[config.mk]
export PLATFORM = sky130hd
export DESIGN_NAME = sbus_frame_channel_decoder
export DESIGN_NICKNAME = d
export VERILOG_FILES = /design/src/hdl/sfcd_pkg.sv /design/src/hdl/sbus_frame_channel_decoder.sv /design/src/hdl/sfcd_regs.sv /design/src/hdl/sfcd_div.sv
export SDC_FILE = /design/constraint.sdc
export NUM_CORES = 1
export LEC_CHECK = 0
export BUFFER_PORTS_ARGS = -buffer_cell sky130_fd_sc_hd__buf_2
export CAP_MARGIN = 25
export CORE_MARGIN = 4
export CORE_UTILIZATION = 50
export DETAILED_ROUTE_END_ITERATION = 10
export PLACE_DENSITY_LB_ADDON = 0.05
export SLEW_MARGIN = 10
export SYNTH_ARGS = -nofsm -noshare
export SYNTH_HDL_FRONTEND = slang
export SYNTH_HIERARCHICAL = 1
export SYNTH_SLANG_ARGS = --single-unit
[constraint.sdc]
create_clock -name clk -period 12.84 [get_ports clk]
set_clock_uncertainty 0.05 [all_clocks]
set_input_delay 1.284 -clock clk [delete_from_list [all_inputs] [get_ports clk]]
set_output_delay 1.284 -clock clk [all_outputs]
set_load 0.05 [all_outputs]
[src/hdl/sfcd_pkg.sv]
// Shared types and constants for the SBUS frame channel decoder.
package sfcd_pkg;

	localparam int CHANNELS   = 16;
	localparam int DATA_BYTES = 22;
	localparam int RAW_W      = 11;
	localparam int BYTE_W     = 8;
	localparam int POS_W      = 5;
	localparam int IDX_W      = 4;
	localparam int VAL_W      = 16;
	localparam int OUT_W      = 15;
	localparam int DIFF_W     = RAW_W + 1;
	localparam int PROD_W     = DIFF_W + VAL_W;
	localparam int MAG_W      = PROD_W - 1;
	localparam int CNT_W      = 5;
	localparam int ADDR_W     = 5;

	localparam logic [POS_W-1:0] POS_MAX  = 5'd31;
	localparam logic [POS_W-1:0] LAST_COL = 5'(DATA_BYTES - 1);
	localparam logic [IDX_W-1:0] LAST_CH  = 4'(CHANNELS - 1);

	localparam logic [7:0]  HDR_RST  = 8'd15;
	localparam logic [3:0]  SHIFT_RST = 4'd2;
	localparam logic [10:0] RMIN_RST = 11'd172;
	localparam logic [10:0] RMAX_RST = 11'd1811;
	localparam logic [14:0] OMIN_RST = 15'd1000;
	localparam logic [14:0] OMAX_RST = 15'd2000;

	typedef enum logic [2:0] {
		REG_HEADER  = 3'd0,
		REG_SHIFT   = 3'd1,
		REG_RAW_MIN = 3'd2,
		REG_RAW_MAX = 3'd3,
		REG_OUT_MIN = 3'd4,
		REG_OUT_MAX = 3'd5
	} reg_idx_t;

	typedef enum logic [1:0] {
		SS_SEARCH,
		SS_COLLECT,
		SS_IDLE
	} search_t;

	typedef enum logic [2:0] {
		PH_IN,
		PH_MUL,
		PH_DSTART,
		PH_DIV,
		PH_OUT,
		PH_ERR
	} phase_t;

	typedef struct packed {
		logic [7:0]       header_byte;
		logic [3:0]       max_shift;
		logic [RAW_W-1:0] raw_min;
		logic [RAW_W-1:0] raw_max;
		logic [OUT_W-1:0] out_min;
		logic [OUT_W-1:0] out_max;
	} cfg_t;

	typedef struct packed {
		logic busy;
		logic done;
	} div_stat_t;

endpackage

[src/hdl/sbus_frame_channel_decoder.sv]
// SBUS frame channel decoder: header search, 22-byte collection, 16-channel scaling.
// Input bytes are taken one per cycle while searching or collecting (s_tready high).
// After the last data byte, each channel goes through multiply, the 27-step shared
// divider and output load, or multiply and output load alone when raw_max equals
// raw_min, plus any output stall; input is held off meanwhile. A missing header gives
// one error transaction via the error state once the output is free. arst_n clears control, loads defaults.
module sbus_frame_channel_decoder
	import sfcd_pkg::*;
(
	input  logic              clk,
	input  logic              arst_n,
	input  logic              psel,
	input  logic              penable,
	input  logic              pwrite,
	input  logic [ADDR_W-1:0] paddr,
	input  logic [31:0]       pwdata,
	output logic [31:0]       prdata,
	output logic              pready,
	input  logic              s_tvalid,
	output logic              s_tready,
	input  logic [7:0]        s_tdata,   // [7:0] byte_in
	input  logic [0:0]        s_tuser,   // [0] buffer_start
	output logic              m_tvalid,
	input  logic              m_tready,
	output logic [23:0]       m_tdata,   // [3:0] channel_index, [19:4] channel_value
	output logic [0:0]        m_tuser,   // [0] status
	output logic              m_tlast
);

	localparam int FRAME_W = DATA_BYTES * BYTE_W;

	cfg_t       cfg;
	div_stat_t  dstat;
	phase_t     phase_q, phase_d;
	search_t    ss_q, ss_eff;
	logic [POS_W-1:0]   pos_q, pos_eff, coll_q, coll_eff;
	logic [FRAME_W-1:0] frame_q;
	logic [IDX_W-1:0]   idx_q;
	logic signed [PROD_W-1:0] prod_q;
	logic signed [DIFF_W-1:0] raw_diff, den;
	logic signed [VAL_W-1:0]  out_diff, omin_x;
	logic [VAL_W-1:0]   val_q, quo;
	logic               in_acc, out_free, hdr_hit, win_end, col_done;
	logic               mv_q, ml_q, ms_q;
	logic [IDX_W-1:0]   mi_q;
	logic [VAL_W-1:0]   mval_q;

	sfcd_regs u_regs (
		.clk     (clk),
		.arst_n  (arst_n),
		.psel    (psel),
		.penable (penable),
		.pwrite  (pwrite),
		.paddr   (paddr),
		.pwdata  (pwdata),
		.prdata  (prdata),
		.pready  (pready),
		.cfg     (cfg)
	);

	sfcd_div u_div (
		.clk      (clk),
		.arst_n   (arst_n),
		.start    (phase_q == PH_DSTART),
		.dividend (prod_q),
		.divisor  (den),
		.quotient (quo),
		.stat     (dstat)
	);

	assign s_tready = (phase_q == PH_IN);
	assign in_acc   = s_tvalid & s_tready;
	assign out_free = !mv_q || m_tready;

	assign ss_eff   = s_tuser[0] ? SS_SEARCH : ss_q;
	assign pos_eff  = s_tuser[0] ? '0 : pos_q;
	assign coll_eff = s_tuser[0] ? '0 : coll_q;
	assign hdr_hit  = (s_tdata == cfg.header_byte) && (pos_eff <= {1'b0, cfg.max_shift});
	assign win_end  = pos_eff >= {1'b0, cfg.max_shift};
	assign col_done = coll_eff == LAST_COL;

	assign raw_diff = $signed({1'b0, frame_q[RAW_W-1:0]}) - $signed({1'b0, cfg.raw_min});
	assign den      = $signed({1'b0, cfg.raw_max}) - $signed({1'b0, cfg.raw_min});
	assign omin_x   = VAL_W'($signed(cfg.out_min));
	assign out_diff = VAL_W'($signed(cfg.out_max)) - omin_x;

	always_comb begin
		phase_d = phase_q;
		unique case (phase_q)
			PH_IN: begin
				if (in_acc && ss_eff == SS_SEARCH && !hdr_hit && win_end)
					phase_d = PH_ERR;
				else if (in_acc && ss_eff == SS_COLLECT && col_done)
					phase_d = PH_MUL;
			end
			PH_MUL:    phase_d = (den == '0) ? PH_OUT : PH_DSTART;
			PH_DSTART: phase_d = PH_DIV;
			PH_DIV:    phase_d = dstat.done ? PH_OUT : PH_DIV;
			PH_OUT: begin
				if (out_free)
					phase_d = (idx_q == LAST_CH) ? PH_IN : PH_MUL;
			end
			PH_ERR:    phase_d = out_free ? PH_IN : PH_ERR;
			default:   phase_d = PH_IN;
		endcase
	end

	always_ff @(posedge clk or negedge arst_n) begin
		if (!arst_n) begin
			phase_q <= PH_IN;
			ss_q    <= SS_SEARCH;
			pos_q   <= '0;
			coll_q  <= '0;
			idx_q   <= '0;
			mv_q    <= 1'b0;
		end else begin
			phase_q <= phase_d;
			if (in_acc) begin
				pos_q  <= (pos_eff == POS_MAX) ? POS_MAX : pos_eff + 1'b1;
				ss_q   <= ss_eff;
				coll_q <= coll_eff;
				unique case (ss_eff)
					SS_SEARCH: begin
						if (hdr_hit) begin
							ss_q   <= SS_COLLECT;
							coll_q <= '0;
						end else if (win_end) begin
							ss_q <= SS_IDLE;
						end
					end
					SS_COLLECT: begin
						if (col_done) begin
							ss_q   <= SS_IDLE;
							coll_q <= '0;
							idx_q  <= '0;
						end else begin
							coll_q <= coll_eff + 1'b1;
						end
					end
					default: ;
				endcase
			end
			if (mv_q && m_tready)
				mv_q <= 1'b0;
			if ((phase_q == PH_OUT || phase_q == PH_ERR) && out_free)
				mv_q <= 1'b1;
			if (phase_q == PH_OUT && out_free)
				idx_q <= idx_q + 1'b1;
		end
	end

	always_ff @(posedge clk) begin
		if (in_acc && ss_eff == SS_COLLECT)
			frame_q <= {s_tdata, frame_q[FRAME_W-1:BYTE_W]};
		else if (phase_q == PH_OUT && out_free)
			frame_q <= {{RAW_W{1'b0}}, frame_q[FRAME_W-1:RAW_W]};
		if (phase_q == PH_MUL) begin
			prod_q <= PROD_W'(raw_diff * out_diff);
			val_q  <= omin_x;
		end
		if (phase_q == PH_DIV && dstat.done)
			val_q <= quo + omin_x;
		if (phase_q == PH_OUT && out_free) begin
			mi_q   <= idx_q;
			mval_q <= val_q;
			ms_q   <= 1'b0;
			ml_q   <= (idx_q == LAST_CH);
		end else if (phase_q == PH_ERR && out_free) begin
			mi_q   <= '0;
			mval_q <= '0;
			ms_q   <= 1'b1;
			ml_q   <= 1'b1;
		end
	end

	assign m_tvalid = mv_q;
	assign m_tdata  = {4'd0, mval_q, mi_q};
	assign m_tuser  = ms_q;
	assign m_tlast  = ml_q;

endmodule

[src/hdl/sfcd_regs.sv]
// APB configuration registers for the SBUS frame channel decoder.
module sfcd_regs
	import sfcd_pkg::*;
(
	input  logic              clk,
	input  logic              arst_n,
	input  logic              psel,
	input  logic              penable,
	input  logic              pwrite,
	input  logic [ADDR_W-1:0] paddr,
	input  logic [31:0]       pwdata,
	output logic [31:0]       prdata,
	output logic              pready,
	output cfg_t              cfg
);

	cfg_t     cfg_q;
	reg_idx_t widx;
	logic     wr_en;

	assign pready = 1'b1;
	assign cfg    = cfg_q;
	assign widx   = reg_idx_t'(paddr[ADDR_W-1:2]);
	assign wr_en  = psel & penable & pwrite & pready;

	always_ff @(posedge clk or negedge arst_n) begin
		if (!arst_n) begin
			cfg_q.header_byte <= HDR_RST;
			cfg_q.max_shift   <= SHIFT_RST;
			cfg_q.raw_min     <= RMIN_RST;
			cfg_q.raw_max     <= RMAX_RST;
			cfg_q.out_min     <= OMIN_RST;
			cfg_q.out_max     <= OMAX_RST;
		end else if (wr_en) begin
			case (widx)
				REG_HEADER:  cfg_q.header_byte <= pwdata[7:0];
				REG_SHIFT:   cfg_q.max_shift   <= pwdata[3:0];
				REG_RAW_MIN: cfg_q.raw_min     <= pwdata[RAW_W-1:0];
				REG_RAW_MAX: cfg_q.raw_max     <= pwdata[RAW_W-1:0];
				REG_OUT_MIN: cfg_q.out_min     <= pwdata[OUT_W-1:0];
				REG_OUT_MAX: cfg_q.out_max     <= pwdata[OUT_W-1:0];
				default: ;
			endcase
		end
	end

	always_comb begin
		prdata = '0;
		unique case (widx)
			REG_HEADER:  prdata = {24'd0, cfg_q.header_byte};
			REG_SHIFT:   prdata = {28'd0, cfg_q.max_shift};
			REG_RAW_MIN: prdata = {21'd0, cfg_q.raw_min};
			REG_RAW_MAX: prdata = {21'd0, cfg_q.raw_max};
			REG_OUT_MIN: prdata = {17'd0, cfg_q.out_min};
			REG_OUT_MAX: prdata = {17'd0, cfg_q.out_max};
			default:     prdata = '0;
		endcase
	end

endmodule

[src/hdl/sfcd_div.sv]
// Shared radix-2 restoring signed divider, quotient truncated toward zero.
module sfcd_div
	import sfcd_pkg::*;
(
	input  logic                     clk,
	input  logic                     arst_n,
	input  logic                     start,
	input  logic signed [PROD_W-1:0] dividend,
	input  logic signed [DIFF_W-1:0] divisor,
	output logic        [VAL_W-1:0]  quotient,
	output div_stat_t                stat
);

	logic             busy_q;
	logic             done_q;
	logic [CNT_W-1:0] cnt_q;
	logic             neg_q;
	logic [RAW_W-1:0] dmag_q;
	logic [RAW_W-1:0] rem_q;
	logic [MAG_W-1:0] quo_q;
	logic [PROD_W-1:0] nabs;
	logic [DIFF_W-1:0] dabs;
	logic [DIFF_W-1:0] trial;

	assign nabs  = dividend[PROD_W-1] ? PROD_W'(-dividend) : PROD_W'(dividend);
	assign dabs  = divisor[DIFF_W-1] ? DIFF_W'(-divisor) : DIFF_W'(divisor);
	assign trial = {rem_q, quo_q[MAG_W-1]} - {1'b0, dmag_q};

	assign quotient  = neg_q ? VAL_W'(-quo_q) : quo_q[VAL_W-1:0];
	assign stat.busy = busy_q;
	assign stat.done = done_q;

	always_ff @(posedge clk or negedge arst_n) begin
		if (!arst_n) begin
			busy_q <= 1'b0;
			done_q <= 1'b0;
			cnt_q  <= '0;
		end else begin
			done_q <= 1'b0;
			if (start) begin
				busy_q <= 1'b1;
				cnt_q  <= CNT_W'(MAG_W - 1);
			end else if (busy_q) begin
				cnt_q <= cnt_q - 1'b1;
				if (cnt_q == '0) begin
					busy_q <= 1'b0;
					done_q <= 1'b1;
				end
			end
		end
	end

	always_ff @(posedge clk) begin
		if (start) begin
			neg_q  <= dividend[PROD_W-1] ^ divisor[DIFF_W-1];
			dmag_q <= dabs[RAW_W-1:0];
			rem_q  <= '0;
			quo_q  <= nabs[MAG_W-1:0];
		end else if (busy_q) begin
			if (!trial[DIFF_W-1]) begin
				rem_q <= trial[RAW_W-1:0];
				quo_q <= {quo_q[MAG_W-2:0], 1'b1};
			end else begin
				rem_q <= {rem_q[RAW_W-2:0], quo_q[MAG_W-1]};
				quo_q <= {quo_q[MAG_W-2:0], 1'b0};
			end
		end
	end

endmodule

==> flow_metrics.env, run 1 <==
export IMPL_critPathCaptureType="register"
export IMPL_cts_root_buf="clkbuf_16"
export IMPL_rows=85
export IMPL_initial_core_util=0.506
export IMPL_stdcell_area_sq_mm=0.0300
export IMPL_slew_headroom=0.341
export IMPL_clock_sinks=383
export IMPL_syn_avg_cell_area_sq_um=11.2
export IMPL_critical_path_required_ns=13.13
export IMPL_hold_ws_ns=0.427
export IMPL_dr_pass1_iters=5
export IMPL_setup_ws_ns=3.58
export IMPL_antenna_found_initial=5
export IMPL_cts_setup_buffers=0
export IMPL_die_area_sq_mm=0.0585
export IMPL_vias_per_cell=5.41
export IMPL_arrival_ns=9.55
export IMPL_gp_congestion=0.882
export IMPL_die_y_um=242
export IMPL_die_x_um=242
export IMPL_maxCapViolations=0
export IMPL_htree_levels=2
export IMPL_outcome="complete, no violations"
export IMPL_rsz0062_at_grt="false"
export IMPL_layout_common_cells="inv_1 (320), edfxtp_1 (280), mux2_2 (255)"
export IMPL_port_buffers=72
export IMPL_hp_class="reg2reg"
export IMPL_critPathMaxFanout=9
export IMPL_worst_slew_pin_slew_ns=0.989
export IMPL_ios=114
export IMPL_final_common_cell="inv_1"
export IMPL_hold_viol=0
export IMPL_cts_clk_slew_worst_paths_ns=0.06
export IMPL_numCtsBuffers=45
export IMPL_grt_overflow_total=0
export IMPL_final_antenna_net_count=0
export IMPL_slowest_stage="xor2_1"
export IMPL_crit_type="reg2reg"
export IMPL_layout_min_cycle_time_ns=9.26
export IMPL_cts_tree="built"
export IMPL_fillers=4666
export IMPL_cts_resized=0
export IMPL_n_antenna_cell=0
export IMPL_clk_path_buf_depth=3
export IMPL_post_dp_cell_area_sq_mm=0.0284
export IMPL_slew_violations=0
export IMPL_grt_max_degree=178
export IMPL_syn_area_sq_mm=0.0274
export IMPL_max_freq_mhz=108
export IMPL_drive_gt1_frac=0.197
export IMPL_grt_pass1_vias=17900
export IMPL_dp_slack_ns=3.60
export IMPL_reg2reg_slack_ns=3.58
export IMPL_synthCells=2436
export IMPL_critical_path_max_stage_delay_ns=0.68
export IMPL_wl_per_cell_um=18.4
export IMPL_cts_hold_buf=0
export IMPL_drtIter0Drc=1031
export IMPL_clock_latency_ns=0.58
export IMPL_coreArea_sq_mm=0.0540
export IMPL_finalWirelength_um=59500
export IMPL_finalSetupViolCount=0
export IMPL_tns_ns=0
export IMPL_track_usage=0.204
export IMPL_syn_to_final_growth_pct=9.67
export IMPL_cp_start_kind="register"
export IMPL_via_count=17500
export IMPL_timing_final_crit_share=0.721
export IMPL_critPathMostFrequentCell="fa_1"
export IMPL_ys_warn_count=6
export IMPL_grt_pass1_wl_um=96900
export IMPL_place_hpwl_um=44800
export IMPL_nNetsFinal=2878
export IMPL_route_detailed_drc=0
==> stage by stage <==
step | std cells | util
after detailed placement | 3152 | 0.526
final | 3240 | 0.555
after floorplan | 2455 | -
after global placement | 3149 | 0.525
after CTS | 3236 | 0.554
after global routing | 3240 | 0.555
==> registers in the layout, summed over array words and instances, names as in the netlist, 5 cells and up <==
register	cells
mval_q	16
frame_q	176
prod_q	28
pos_q	5
u_div/dmag_q	11
val_q	16
u_div/cnt_q	5
u_div/quo_q	27
coll_q	5
u_regs/cfg	64
u_div/rem_q	11
==> routing by layer <==
metal,vias to the layer above,GRT usage,routed length [um]
met5,-,0,60
met4,10,0.0657,1830
met3,102,0.0360,2540
met2,276,0.327,27700
met1,8732,0.284,27400
li1,8396,-,-
==> final cells by class <==
class	instances	area (sq um)	area share
clock buffers	66	1240	0.0415
repair buffers	104	663	0.0221
clock inverters	18	295	0.00984
inverters	320	1200	0.0400
well taps	696	871	0.0290
multi-input cells	1653	14800	0.492
flip-flops and latches	383	11000	0.365
==> final timing paths <==
path,endpoint,from,cells past startpoint
max in group asynchronous,u_regs/cfg[10],arst_n,3
min in group asynchronous,idx_q[3],arst_n,1
worst max-delay path,prod_q[26],u_regs/cfg[41],30
worst min-delay path,m_tuser,m_tuser,1
worst min register to register,m_tuser,m_tuser,1
worst max register to register,prod_q[26],u_regs/cfg[41],30
==> critical path, delay by kind of cell, from the launching register on <==
family	cells	cell delay, ns
xor+xnor	2	0.89
flops	1	0.44
fa+ha+maj	8	3.59
simple gates	3	0.39
buf+inv	4	0.19
compound gates	13	3.46
Power of run 1 is left out: the tool's default activity adds up to more than one toggle a clock period on the data nets, which glitch-free logic cannot reach.
==> run 2: changes to the inputs <==
--- a/config.mk
+++ b/config.mk
@@ -5,6 +5,7 @@
 export SDC_FILE = /design/constraint.sdc
 export NUM_CORES = 1
 export LEC_CHECK = 0
+export ABC_AREA = 1
 export BUFFER_PORTS_ARGS = -buffer_cell sky130_fd_sc_hd__buf_2
 export CAP_MARGIN = 25
 export CORE_MARGIN = 4
==> constraint.sdc (replaced) <==
create_clock -name clk -period 8.7 [get_ports clk]
set_clock_uncertainty 0.05 [all_clocks]
set_input_delay 0.87 -clock clk [delete_from_list [all_inputs] [get_ports clk]]
set_output_delay 0.87 -clock clk [all_outputs]
set_load 0.05 [all_outputs]
==> run 2 against run 1 <==
  * Synthesized area grew 5.9%
  * Register-to-register slack lost 2.3 ns
  * Setup slack worse by 2.3 ns
  * Utilization is 0.48 points lower
  * Critical path type unchanged
  * Critical endpoint unchanged
==> flow_metrics.env, run 2 <==
export IMPL_outcome="complete, no violations"
export IMPL_layout_min_cycle_time_ns=7.41
export IMPL_grt_pass1_wl_um=115000
export IMPL_critPathMaxFanout=12
export IMPL_port_buffers=72
export IMPL_post_route_util=0.551
export IMPL_ios=114
export IMPL_cts_resized=0
export IMPL_drtIter0Drc=1668
export IMPL_ys_warn_count=6
export IMPL_cts_tree="built"
export IMPL_slew_headroom=0.309
export IMPL_grt_overflow_total=0
export IMPL_critPathMostFrequentCell="inv_1"
export IMPL_worst_slew_pin_slew_ns=1.03
export IMPL_timing_final_crit_share=0.851
export IMPL_die_area_sq_mm=0.0618
export IMPL_max_freq_mhz=135
export IMPL_critPathCaptureType="register"
export IMPL_rsz0062_at_grt="false"
export IMPL_final_antenna_net_count=0
export IMPL_dr_pass1_iters=5
export IMPL_slew_violations=0
export IMPL_finalWirelength_um=70500
export IMPL_drive_gt1_frac=0.0740
export IMPL_critical_path_max_stage_delay_ns=0.70
export IMPL_antenna_found_initial=1
export IMPL_slowest_stage="fa_1"
export IMPL_track_usage=0.227
export IMPL_vias_per_cell=5.20
export IMPL_synthCells=3492
export IMPL_wl_per_cell_um=16.3
export IMPL_tns_ns=0
export IMPL_finalSetupViolCount=0
export IMPL_cts_setup_buffers=0
export IMPL_fillers=5360
export IMPL_htree_levels=2
export IMPL_clock_latency_ns=0.58
export IMPL_largest_reg_flops=176
export IMPL_syn_area_sq_mm=0.0290
export IMPL_maxCapViolations=0
export IMPL_cts_hold_buf=0
export IMPL_syn_to_final_growth_pct=8.02
export IMPL_grt_pass1_vias=22100
export IMPL_grt_max_degree=99
export IMPL_post_dp_cell_area_sq_mm=0.0298
export IMPL_syn_avg_cell_area_sq_um=8.29
export IMPL_crit_type="reg2reg"
export IMPL_hp_class="in2async"
export IMPL_clock_sinks=383
export IMPL_initial_core_util=0.510
export IMPL_arrival_ns=7.68
export IMPL_cts_root_buf="clkbuf_16"
export IMPL_largest_register="frame_q"
export IMPL_hold_viol=0
export IMPL_cp_start_kind="register"
export IMPL_final_common_cell="nand2_1"
export IMPL_place_hpwl_um=54200
export IMPL_clk_path_buf_depth=3
export IMPL_reg2reg_slack_ns=1.29
export IMPL_rows=87
export IMPL_route_detailed_drc=0
export IMPL_nNetsFinal=3903
export IMPL_layout_common_cells="nand2_1 (837), inv_1 (660), o21ai_0 (302)"
export IMPL_die_x_um=249
export IMPL_cts_clk_slew_worst_paths_ns=0.06
export IMPL_coreArea_sq_mm=0.0568
export IMPL_r2r_cells=27
export IMPL_via_count=22500
export IMPL_gp_congestion=0.954
export IMPL_numCtsBuffers=44
export IMPL_die_y_um=249
export IMPL_stdcell_area_sq_mm=0.0313
export IMPL_critical_path_required_ns=8.97
run 2: worst paths after layout:
kind                                startpoint              to
worst max-delay path            u_regs/cfg[23]      prod_q[26]
worst min register to register  u_div/rem_q[5]  u_div/rem_q[5]
worst max register to register  u_regs/cfg[23]      prod_q[26]
max in group asynchronous               arst_n  u_regs/cfg[12]
worst min-delay path                    arst_n       coll_q[2]
min in group clk                u_div/rem_q[5]  u_div/rem_q[5]
run 2: critical path: cells and delay by family (launching register included):
| family | cells | cell delay (ns) |
|---|---|---|
| flip-flops | 1 | 0.57 |
| adder cells (fa/ha/maj) | 7 | 3.73 |
| buffers and inverters | 6 | 0.43 |
| AND/OR/NAND/NOR | 11 | 1.80 |
| AO/OA/AOI/OAI | 3 | 0.57 |
run 2: layer usage:
layer	global-route usage	vias to the layer above	part of all wire
li1	-	11100	-
met1	0.324	10800	0.46
met2	0.366	557	0.46
met3	0.0340	102	0.054
met4	0.0599	0	0.025
met5	0	-	0
run 2: area by class of cell:
cell class	count	area (sq um)	area share
diodes	1	2.50	0.0000800
multi-input cells	2340	14900	0.476
well taps	756	946	0.0302
flip-flops and latches	383	11000	0.350
clock inverters	23	228	0.00728
repair buffers	91	553	0.0177
clock buffers	57	1180	0.0377
inverters	672	2530	0.0809
run 2: per-stage QoR:
stage | worst slack (ns) | std cells | hold slack (ns)
floorplan | 2.40 | 3511 | 0.393
global placement | 1.43 | 4239 | 0.408
detailed placement | 1.39 | 4239 | 0.411
CTS | 1.35 | 4319 | 0.214
global route | 0.907 | 4322 | 0.243
finish | 1.29 | 4323 | 0.217
Power of run 2 is left out for the same reason.
